==> config.mk <==
export PLATFORM = sky130hd
export DESIGN_NAME = gccs_ram
export DESIGN_NICKNAME = d
export VERILOG_FILES = /design/src/sv/gccs_ram.sv
export SDC_FILE = /design/constraint.sdc
export NUM_CORES = 1
export LEC_CHECK = 0
export BUFFER_PORTS_ARGS = -buffer_cell sky130_fd_sc_hd__clkbuf_2
export CAP_MARGIN = 20
export CORE_MARGIN = 2
export CORE_UTILIZATION = 41
export DETAILED_ROUTE_END_ITERATION = 7
export PLACE_DENSITY_LB_ADDON = 0.05
export SYNTH_ARGS = -nofsm -noshare
export SYNTH_HDL_FRONTEND = slang
export SYNTH_SLANG_ARGS = --single-unit
==> constraint.sdc <==
create_clock -name clk -period 1.7 [get_ports clk]
set_input_delay 0.085 -clock clk [delete_from_list [all_inputs] [get_ports clk]]
set_output_delay 0.085 -clock clk [all_outputs]
set_load 0.02 [all_outputs]
==> src/sv/gccs_ram.sv <==
module gccs_ram #(
  parameter int W = 8,
  parameter int D = 16
) (
  input  logic                                  clk,
  input  logic                                  we,
  input  logic [((D > 1) ? $clog2(D) : 1)-1:0]  waddr,
  input  logic [W-1:0]                          wdata,
  input  logic [((D > 1) ? $clog2(D) : 1)-1:0]  raddr,
  output logic [W-1:0]                          rdata
);

  logic [W-1:0] mem [D];
  logic [W-1:0] rdata_r;

  always_ff @(posedge clk) begin
    if (we) begin
      mem[waddr] <= wdata;
    end
    rdata_r <= mem[raddr];
  end

  assign rdata = rdata_r;

endmodule

==> results.md, run 1 <==
- GP Congestion: 0.705
- Vias in the first global route: 2,516
- Iter 0 DRT Violations: just under 200
- Die area: 13,500 um^2
- Fin crit share: 79.0%
- XOR/XNOR Fraction of Synth Area: 0%
- Top FF cell, synth: edfxtp_1
- Total of max-cap violations: 0
- CTS clk-pin slew, worst paths: 60 ps
- Rel. slew slack: 42.6%
- H-Tree Depth: 4
- Reg-to-Reg Start: mem[1][5]
- GRT met3 Usage: 5.96%
- Setup Fix Bufs, Post-CTS: 0
- Final setup viols: 0
- Multi-input gate area: 1060 um^2
- Fin. max-slew vios: 0
- Worst Hold Endpoint: mem[2][6]
- Post-cts hold buffer count: 0
- Routing usage on met1: roughly 23%
- Worst-path maximum fanout: 1
- Minimum clock period: ~1300 ps
- Die height: 116 um
- Row count: 40
- Reg2reg end: rdata[5]
- Worst Path Arrival: between 1500 and 2000 ps
- Combinational family with the most area after synthesis: multiplexers
- Sequential area share after synthesis: 77.8%
- Register Area: ~4000 um^2
- Initial antenna violation count: 0
- Status: complete, no violations
- Wire per inst: ~21 um
- Clk buf depth: 2
- GRT Overall Usage: 16.5%
- R2r setup slk: 360 ps
- Via count: ~2,400
- Worst EP required: 1990 ps
- First-pass GRT wire length: 15,300 um
- Synth Area in Compound Gates: 2.33%
- # diodes: 0
- # IOs: 26
- CP Class: reg -> reg
- Antenna viol nets, final: 0
- CTS Sinks: 136
- Worst vdd ir: 617 uV
- Adder-cell area share of the yosys netlist: 0%
- Syn Nets: 247
- Worst slew pin tran: 859 ps
- Async SR Flop Fraction: 0%
- Root buf cell: clkbuf_16
- Number of synthesized flops with an enable pin: 128
- Leakage: ~2.1 nW
- Layout fillers: 999
- Grt ovf: 0
- RSZ-0062 raised after global routing: no
- Port Buf Inserts: 25
- Average size of a mapped cell: 22.5 um^2
- Ys Warns: 0
- Post-Synth Simple-Gate Area: ~3.2%
- Final Hold Viols: 0
- Most common cell in the netlist: edfxtp_1
- Crit path from: mem[1][5]
- DRC violations left: 0
- Post_cts resized: 0
- Largest cells by area after synthesis: edfxtp_1 (75%), mux4_2 (7.9%), mux4_1 (7.1%)
- Met2 track demand over resource: 25.0%
- Starting density of the core: 42.5%
- Flops & latches, synth: 136
- Largest net degree at the start of global routing: 33
- WHS Path Cells: 1
- Hold Startpoint: wdata[6]
- Power after layout: 7.73 mW
- Layout cells sized above 1: 31.8%
- Drt first pass iters: 4
- Cells after Synth: 229
- Total negative slack: 0 ps
- Fmax: 744 MHz
- Global route hottest layer: met2
- Hpwl dp: between 6000 and 7000 um
- Clock latency on the worst-skew pair: slightly above 400 ps
- CTS Buf Count: 17
- Worst Skew: 4.34 ps
- Final wirelength: 9920 um
- Die X: about 120 um
- Vias per cell: slightly above 5
- Startpoint types: flop
- Commonest cells in the netlist: edfxtp_1 (128), mux4_2 (18), a22oi_1 (16), mux4_1 (14), nor2_1 (13)
- CTS tree: built
- Synth top area share: 74.7%
- PwrDens: 1250 nW/um^2
- Mux cell area share after synthesis: 15.0%
- Area Growth Syn to Fin: 20.6%
- Min-delay worst type: in -> reg
- Post-Syn Area: 5150 um^2
- FF-to-FF path depth: 3
- Core ar.: 12,100 um^2
- Nets: 304
- Worst Setup End Kind: flop
- Count of cell types in the netlist: 19
- Post-synth top area cell: edfxtp_1
[flip-flops by register name, indices dropped and copies added (netlist names)]
signal,flops
mem,128
rdata,8
[cell usage in the layout (no fill, tap or decap), drive strengths merged]
| cell | n |
|---|---|
| edfxtp | 128 |
| nand2b | 2 |
| or3b | 1 |
| buf | 23 |
| nor2 | 13 |
| bufinv | 3 |
| clkinvlp | 2 |
| inv | 1 |
| and2b | 1 |
| clkbuf | 44 |
| nand3b | 2 |
| nor2b | 1 |
| nor3 | 4 |
| nand3 | 1 |
| dfxtp | 8 |
| a22oi | 16 |
| nand2 | 9 |
| mux4 | 32 |
| and2 | 1 |
| clkinv | 7 |
[report_power, final]
part           switching [mW]  internal [mW]  total, mW
Sequential             0.0232           3.75       3.77
Combinational           0.222          0.163      0.384
Clock                    1.28           2.29       3.57
Total                    1.52           6.21       7.73
[per-layer routing]
layer | vias to the layer above | share of wire (%)
met5 | - | 0
met4 | 0 | 1.2
met3 | 11 | 4.5
met2 | 57 | 47
met1 | 1231 | 47
li1 | 1091 | -
[layout make-up]
cell class,count,area share [%]
Clock inverter,13,2.48
Clock buffer,19,6.98
Multi-Input combinational cell,83,17.0
Timing Repair Buffer,48,5.60
Sequential cell,136,64.5
Tap cell,168,3.39
[metrics by stage]
stage | setup slack (ps) | hold slack (ps) | instance area [um^2] | util (%) | std cells
6_report | 357 | 90.2 | 6210 | 51.2 | 467
5_1_grt | 253 | 84.5 | 6210 | 51.2 | 467
4_1_cts | 318 | 75.2 | 6210 | 51.2 | 467
3_5_place_dp | 112 | 505 | 5620 | 46.4 | 435
3_3_place_gp | 96.9 | 495 | 5620 | 46.4 | 435
2_1_floorplan | 122 | 184 | 5150 | - | 229
[worst max-delay path, cell delays in order (launching register included)]
cell and delay (ps):
edfxtp_1 340, mux4_1 510, a22oi_1 280, nand2_1 80
[worst max-delay path by stage]
| stage | to | slack [ps] | cells after the start |
|---|---|---|---|
| 2_1_floorplan | mem[0][0] | 120 | 2 |
| 3_3_place_gp | rdata[5] | 100 | 6 |
| 3_5_place_dp | rdata[5] | 110 | 6 |
| 4_1_cts | rdata[1] | 320 | 3 |
| 5_1_grt | rdata[1] | 250 | 3 |
| 6_report | rdata[5] | 360 | 3 |
[cell families after synthesis]
logic type	after synthesis
AOI/OAI and AO/OA	16
DFF	136
muxes	32
and+or+nand+nor	35
buffers and inverters	10
Power figures use the tool's default switching activity.
==> inputs of run 2 (changes only) <==
--- a/config.mk
+++ b/config.mk
@@ -5,6 +5,7 @@
 export SDC_FILE = /design/constraint.sdc
 export NUM_CORES = 1
 export LEC_CHECK = 0
+export ABC_AREA = 1
 export BUFFER_PORTS_ARGS = -buffer_cell sky130_fd_sc_hd__clkbuf_2
 export CAP_MARGIN = 20
 export CORE_MARGIN = 2
==> constraint.sdc (replaced) <==
create_clock -name clk -period 1.4 [get_ports clk]
set_input_delay 0.07 -clock clk [delete_from_list [all_inputs] [get_ports clk]]
set_output_delay 0.07 -clock clk [all_outputs]
set_load 0.02 [all_outputs]
==> run 2 against run 1 <==
Against the previous run:
- clock-buffer cell count unchanged
- final area up 9.2%
- global-route usage up 2.6 points
- via count rose by 55%
- cell count is 69% higher
- synthesized cell count increased by 140%
- non-clock buffer count increased by 3
- clock skew hardly changed
==> results.md, run 2 <==
- Status: complete, no violations
- Top FF cell, synth: edfxtp_1
- Vias in the first global route: 3,712 (+48%)
- Worst vdd ir: 1050 uV (+70%)
- Total of max-cap violations: 0 (unchanged)
- Average size of a mapped cell: 10.5 um^2 (-53%)
- Worst Path Arrival: 990 ps (-640 ps)
- Hold Startpoint: wdata[1]
- Worst Setup End Kind: output port
- Post-route cell area: 6780 um^2 (+9.2%)
- GRT Overall Usage: 19.1% (+2.6 points)
- Startpoint types: flop
- Placed instance area: 6210 um^2 (+10%)
- CTS tree: built
- Most frequent cells in the layout: nand2_1 (173), edfxtp_1 (128), inv_1 (100), nand3_1 (97), clkbuf_2 (25)
- RSZ-0062 raised after global routing: no
- Placed insts: 758 (+74%)
- Starting density of the core: 41.7% (-0.79 points)
- Vias per cell: 4.68 (-8.6%)
- WP buf/inv: 1 (+1)
- Post-cts hold buffer count: 0 (unchanged)
- Critical-path cell list: clkbuf_2
- Clk buf depth: 2 (unchanged)
- Reg-to-Reg Start: mem[9][7]
- CP max-delay cell: dfxtp_1
- Worst setup margin: 340 ps (-17.0 ps)
- Grt ovf: 0 (unchanged)
- Worst-path maximum fanout: 1 (unchanged)
- Fmax: approximately 940 MHz
- Leakage: 2.95 nW (+39%)
- Fin crit share: 75.7%
- Worst slew pin tran: 371 ps (-489 ps)
- GP Congestion: 0.793 (+13%)
- WHS: 87.0 ps (-3.21 ps)
- Via count: 3,695 (+55%)
- Iter 0 DRT Violations: 230 (+19%)
- Layout cells sized above 1: 12.6% (-19 points)
- Synth top area share: 66.7% (-8.0 points)
- Reg2reg end: rdata[7]
- Syn Nets: 569 (+130%)
- Flops & latches, synth: 136 (unchanged)
- Most common cell after layout, fill and taps aside: nand2_1
- Wire per inst: 16.5 um (-23%)
- Crit path from: rdata[2]
- Die area: 15,000 um^2 (+12%)
- Max reg flops: 128 (unchanged)
- Async SR Flop Fraction: 0% (unchanged)
- Largest Register: mem
- Nets: 615 (+100%)
- CTS Buf Count: 17 (unchanged)
- # IOs: 26 (unchanged)
- Root buf cell: clkbuf_16
- Worst EP required: 1330 ps (-660 ps)
- FF-to-FF path depth: 6 (+3)
- CP Class: reg -> out
- Commonest cells in the netlist: nand2_1 (173), edfxtp_1 (128), inv_1 (100), nand3_1 (97), nor2_1 (17)
- Total negative slack: 0 ps (unchanged)
- PwrDens: 1400 nW/um^2 (+12%)
- Sequential area share after synthesis: 69.4% (-8.4 points)
- Core ar.: 13,800 um^2 (+14%)
- Largest net degree at the start of global routing: 65 (+97%)
- Post-Syn Area: 5770 um^2 (+12%)
- CP max stage delay: 380 ps (-130 ps)
- Fin. max-slew vios: 0 (unchanged)
- Top Family by Delay on Critical Path: flip-flops
- CTS clk-pin slew, worst paths: 50 ps (about the same)
- Worst Skew: 3.92 ps (-0.421 ps)
- Area Growth Syn to Fin: 17.5%
- Number of synthesized flops with an enable pin: 128 (unchanged)
- Antenna viol nets, final: 0 (unchanged)
- Final setup viols: 0 (unchanged)
- Initial antenna violation count: 0 (unchanged)
- Count of cell types in the netlist: 12 (-7)
- Port Buf Inserts: 25 (unchanged)
- Dpl ws: 250 ps (+138 ps)
- Post_cts resized: 0 (unchanged)
- Die height: 123 um (+5.6%)
- Clock latency on the worst-skew pair: 410 ps (about the same)
- # diodes: 0 (unchanged)
- Die X: 123 um (+5.6%)
- DRC violations left: 0 (unchanged)
- Finished Layout Cells: 790 (+69%)
- Worst Hold Endpoint: mem[6][1]
- Hpwl dp: 8090 um (+24%)
- Min-delay worst type: in -> reg
- Row count: 43 (+7.5%)
- Cells after Synth: 551 (+140%)
- Drt first pass iters: 4 (unchanged)
- Largest cells by area after synthesis: edfxtp_1 (67%), nand2_1 (11%), nand3_1 (8.4%)
- R2r setup slk: 420 ps (+60 ps)
- Minimum clock period: around 1100 ps
- WHS Path Cells: 1 (unchanged)
- H-Tree Depth: 4 (unchanged)
- Final Hold Viols: 0 (unchanged)
- Final wirelength: 13,000 um (+31%)
- Most common cell in the netlist: nand2_1
- Rel. slew slack: 75.3% (+33 points)
- Ys Warns: 0 (unchanged)
- First-pass GRT wire length: 20,600 um (+34%)
- CTS Sinks: 136 (unchanged)
- Post-synth top area cell: edfxtp_1
- Setup Fix Bufs, Post-CTS: 0 (unchanged)
## run 2: changes by cell type after synthesis, moves of 4 or more
cell,change
nand2_1,+164
inv_1,+100
nand3_1,+96
mux4_2,-18
a22oi_1,-16
mux4_1,-14
buf_2,+10
nor2_1,+4
nor3_1,-4
## run 2: power breakdown
part | internal, mW | switching, mW | leakage, nW
sequential | 4.55 | 0.0266 | 1.22
clock | 2.75 | 1.55 | 0.276
combinational | 0.185 | 0.401 | 1.45
total | 7.49 | 1.97 | 2.95
## run 2: how the worst max path moves through the flow
| stage | slack, ps | cells past startpoint | endpoint |
|---|---|---|---|
| CTS | 290 | 1 | rdata[2] |
| global route | 310 | 1 | rdata[2] |
| detailed placement | 250 | 7 | rdata[7] |
| floorplan | 380 | 2 | mem[10][0] |
| global placement | 250 | 7 | rdata[7] |
| finish | 340 | 1 | rdata[2] |
## run 2: worst reg2reg max path: cells and delay by family (launching register included)
family,cells,cell delay (ps)
buffers and inverters,1,70
AND/OR/NAND/NOR,5,430
flip-flops,1,350
## run 2: kinds of logic after synthesis
logic type             share of synthesized area, %
DFF                                            69.4
and+or+nand+nor                                21.0
buffers and inverters                          9.52
## run 2: layer usage
metal  wire, um  vias up  GRT usage, %
met5          0        -             0
met4        119        0          5.03
met3        399       10          5.02
met2       6370       51          31.0
met1       6110     1769          25.6
li1           -     1865             -
## run 2: cell type report
cell class	instances	area [um^2]
clock inverters	13	135
fillers	1253	7050
repair buffers	51	383
clock buffers	19	433
flip-flops and latches	136	4000
well taps	180	225
multi-input cells	289	1210
inverters	102	383
## run 2: through the flow
| step | total power [mW] | util (%) |
|---|---|---|
| 3_3_place_gp | 5.26 | 44.9 |
| 4_1_cts | 9.55 | 49.0 |
| 3_5_place_dp | 5.26 | 44.9 |
| 6_report | 9.46 | 49.0 |
| 5_1_grt | 9.81 | 49.0 |
| 2_1_floorplan | 5.01 | - |
==> inputs of run 3 (changes only) <==
==> constraint.sdc (replaced) <==
create_clock -name clk -period 0.9 [get_ports clk]
set_input_delay 0.045 -clock clk [delete_from_list [all_inputs] [get_ports clk]]
set_output_delay 0.045 -clock clk [all_outputs]
set_load 0.02 [all_outputs]
==> run 3 against run 2 <==
Against the previous run:
- the run now ends with negative setup slack left
- combinational power is 100% higher
- highest routed layer unchanged
- critical endpoint is now rdata[4]
- cell count up 1.1%
- largest cell class unchanged
- critical path depth unchanged
- power up 56%
==> results.md, run 3 (same netlist as run 2, synthesis figures left out) <==
- Status: finished, violations left
- Failing checks: negative setup slack
- Root buf cell: clkbuf_16
- Top Family by Delay on Critical Path: flip-flops
- Hpwl dp: 9160 um (+13%)
- Worst-path maximum fanout: 1 (unchanged)
- Multi-input gate area: 1490 um^2 (+22%)
- Fin crit share: 104%
- Setup Fix Bufs, Post-CTS: 0 (unchanged)
- PwrDens: 2040 nW/um^2 (+46%)
- Iter 0 DRT Violations: 353 (+53%)
- Rel. slew slack: 65.6% (-9.7 points)
- H-Tree Depth: 4 (unchanged)
- Leakage: 3.13 nW (+5.8%)
- Die height: 123 um (unchanged)
- Post-cts hold buffer count: 0 (unchanged)
- Final setup viols: 13 (+13)
- Layout cells sized above 1: 25.2% (+13 points)
- CTS clk-pin slew, worst paths: 50 ps (about the same)
- Worst Path Arrival: 890 ps (-100 ps)
- Row count: 43 (unchanged)
- Final Hold Viols: 0 (unchanged)
- Fin. max-slew vios: 0 (unchanged)
- Clock latency on the worst-skew pair: 420 ps (about the same)
- Die area: 15,000 um^2 (unchanged)
- # diodes: 0 (unchanged)
- CTS Buf Count: 17 (unchanged)
- Port Buf Inserts: 25 (unchanged)
- Area Growth Syn to Fin: 25.2%
- WP buf/inv: 1 (unchanged)
- Register Area: 4010 um^2 (+0.25%)
- Final wirelength: 14,400 um (+11%)
- CTS Sinks: 136 (unchanged)
- Worst EP required: 850 ps (-480 ps)
- Worst slew pin tran: 516 ps (+145 ps)
- Antenna viol nets, final: 0 (unchanged)
- First-pass GRT wire length: 22,100 um (+7.6%)
- Placed instance area: 6320 um^2 (+1.7%)
- Min-delay worst type: in -> reg
- Starting density of the core: 41.7% (unchanged)
- CP Class: reg -> out
- Post-route cell area: 7220 um^2 (+6.5%)
- Minimum clock period: between 900 and 1000 ps
- Layout fillers: 1,238 (-1.2%)
- Fin util: 52.2% (+3.2 points)
- GP Congestion: 0.800 (+0.78%)
- Largest Register: mem
- Worst Skew: 6.14 ps (+2.22 ps)
- Worst vdd ir: 1240 uV (+18%)
- Finished Layout Cells: 799 (+1.1%)
- Wire per inst: 18.0 um (+9.3%)
- Worst Setup End Kind: output port
- Drt first pass iters: 6 (+2)
- Largest net degree at the start of global routing: 64 (-1.5%)
- GRT Overall Usage: 20.8% (+1.7 points)
- DRC violations left: 0 (unchanged)
- Vias per cell: 4.88 (+4.3%)
- Core ar.: 13,800 um^2 (unchanged)
- Total of max-cap violations: 0 (unchanged)
- Fmax: 1060 MHz
- Clk buf depth: 2 (unchanged)
- Vias in the first global route: 3,796 (+2.3%)
- Startpoint types: flop
- Worst setup margin: -39.9 ps (-379 ps)
- RSZ-0062 raised after global routing: yes
- Initial antenna violation count: 0 (unchanged)
- # IOs: 26 (unchanged)
- Placed insts: 767 (+1.2%)
- CP max stage delay: 360 ps (-20 ps)
- Die X: 123 um (unchanged)
- Nets: 624 (+1.5%)
- CTS tree: built
- Max reg flops: 128 (unchanged)
- Most frequent cells in the layout: nand2_1 (169), edfxtp_1 (128), inv_1 (99), nand3_1 (49), nand3_2 (47)
- Grt ovf: 0 (unchanged)
- Via count: 3,899 (+5.5%)
- Critical-path cell list: buf_8
- Most common cell after layout, fill and taps aside: nand2_1
- CP max-delay cell: dfxtp_2
## run 3: metrics by stage
step	setup TNS, ps	power, mW	hold WS, ps	setup slack, ps
after detailed placement	-15030	8.27	470	-295
after CTS	-591	14.8	67.2	-72.6
final	-276	14.8	76.5	-39.9
after floorplan	-7640	7.80	144	-95.8
after global routing	-1110	15.2	87.1	-131
after global placement	-14690	8.26	461	-278
## run 3: path summary, 6_finish.rpt
check,start,endpoint,slack [ps],cells past startpoint
worst min-delay path,raddr[3],rdata[3],80,4
worst max register to register,mem[3][6],rdata[6],-40,6
worst max-delay path,rdata[4],rdata[4],-40,1
worst min register to register,mem[10][6],rdata[6],650,6
## run 3: area by class of cell
type,instances,share of cell area [%]
Multi-Input combinational cell,289,20.6
Timing Repair Buffer,60,7.69
Tap cell,180,3.12
Inverter,102,5.30
Sequential cell,136,55.6
Clock buffer,29,7.49
Clock inverter,3,0.208
## run 3: metal layers
layer / vias up / track usage, % / routed length [um]
li1: 1888 / - / -
met1: 1878 / 29.7 / 6700
met2: 112 / 31.0 / 6570
met3: 21 / 4.41 / 834
met4: 0 / 8.19 / 266
met5: - / 0 / 0
## run 3: report_power, final
| group | internal [mW] | switching, mW |
|---|---|---|
| registers | 7.10 | 0.0642 |
| clock network | 4.02 | 2.41 |
| logic | 0.423 | 0.748 |
| total | 11.5 | 3.22 |
## run 3: what timing repair did
action | CTS | global route
endpoints found under the setup margin | 16 | 16
pin swaps | 30 | 10
gates resized for setup | 61 | 25
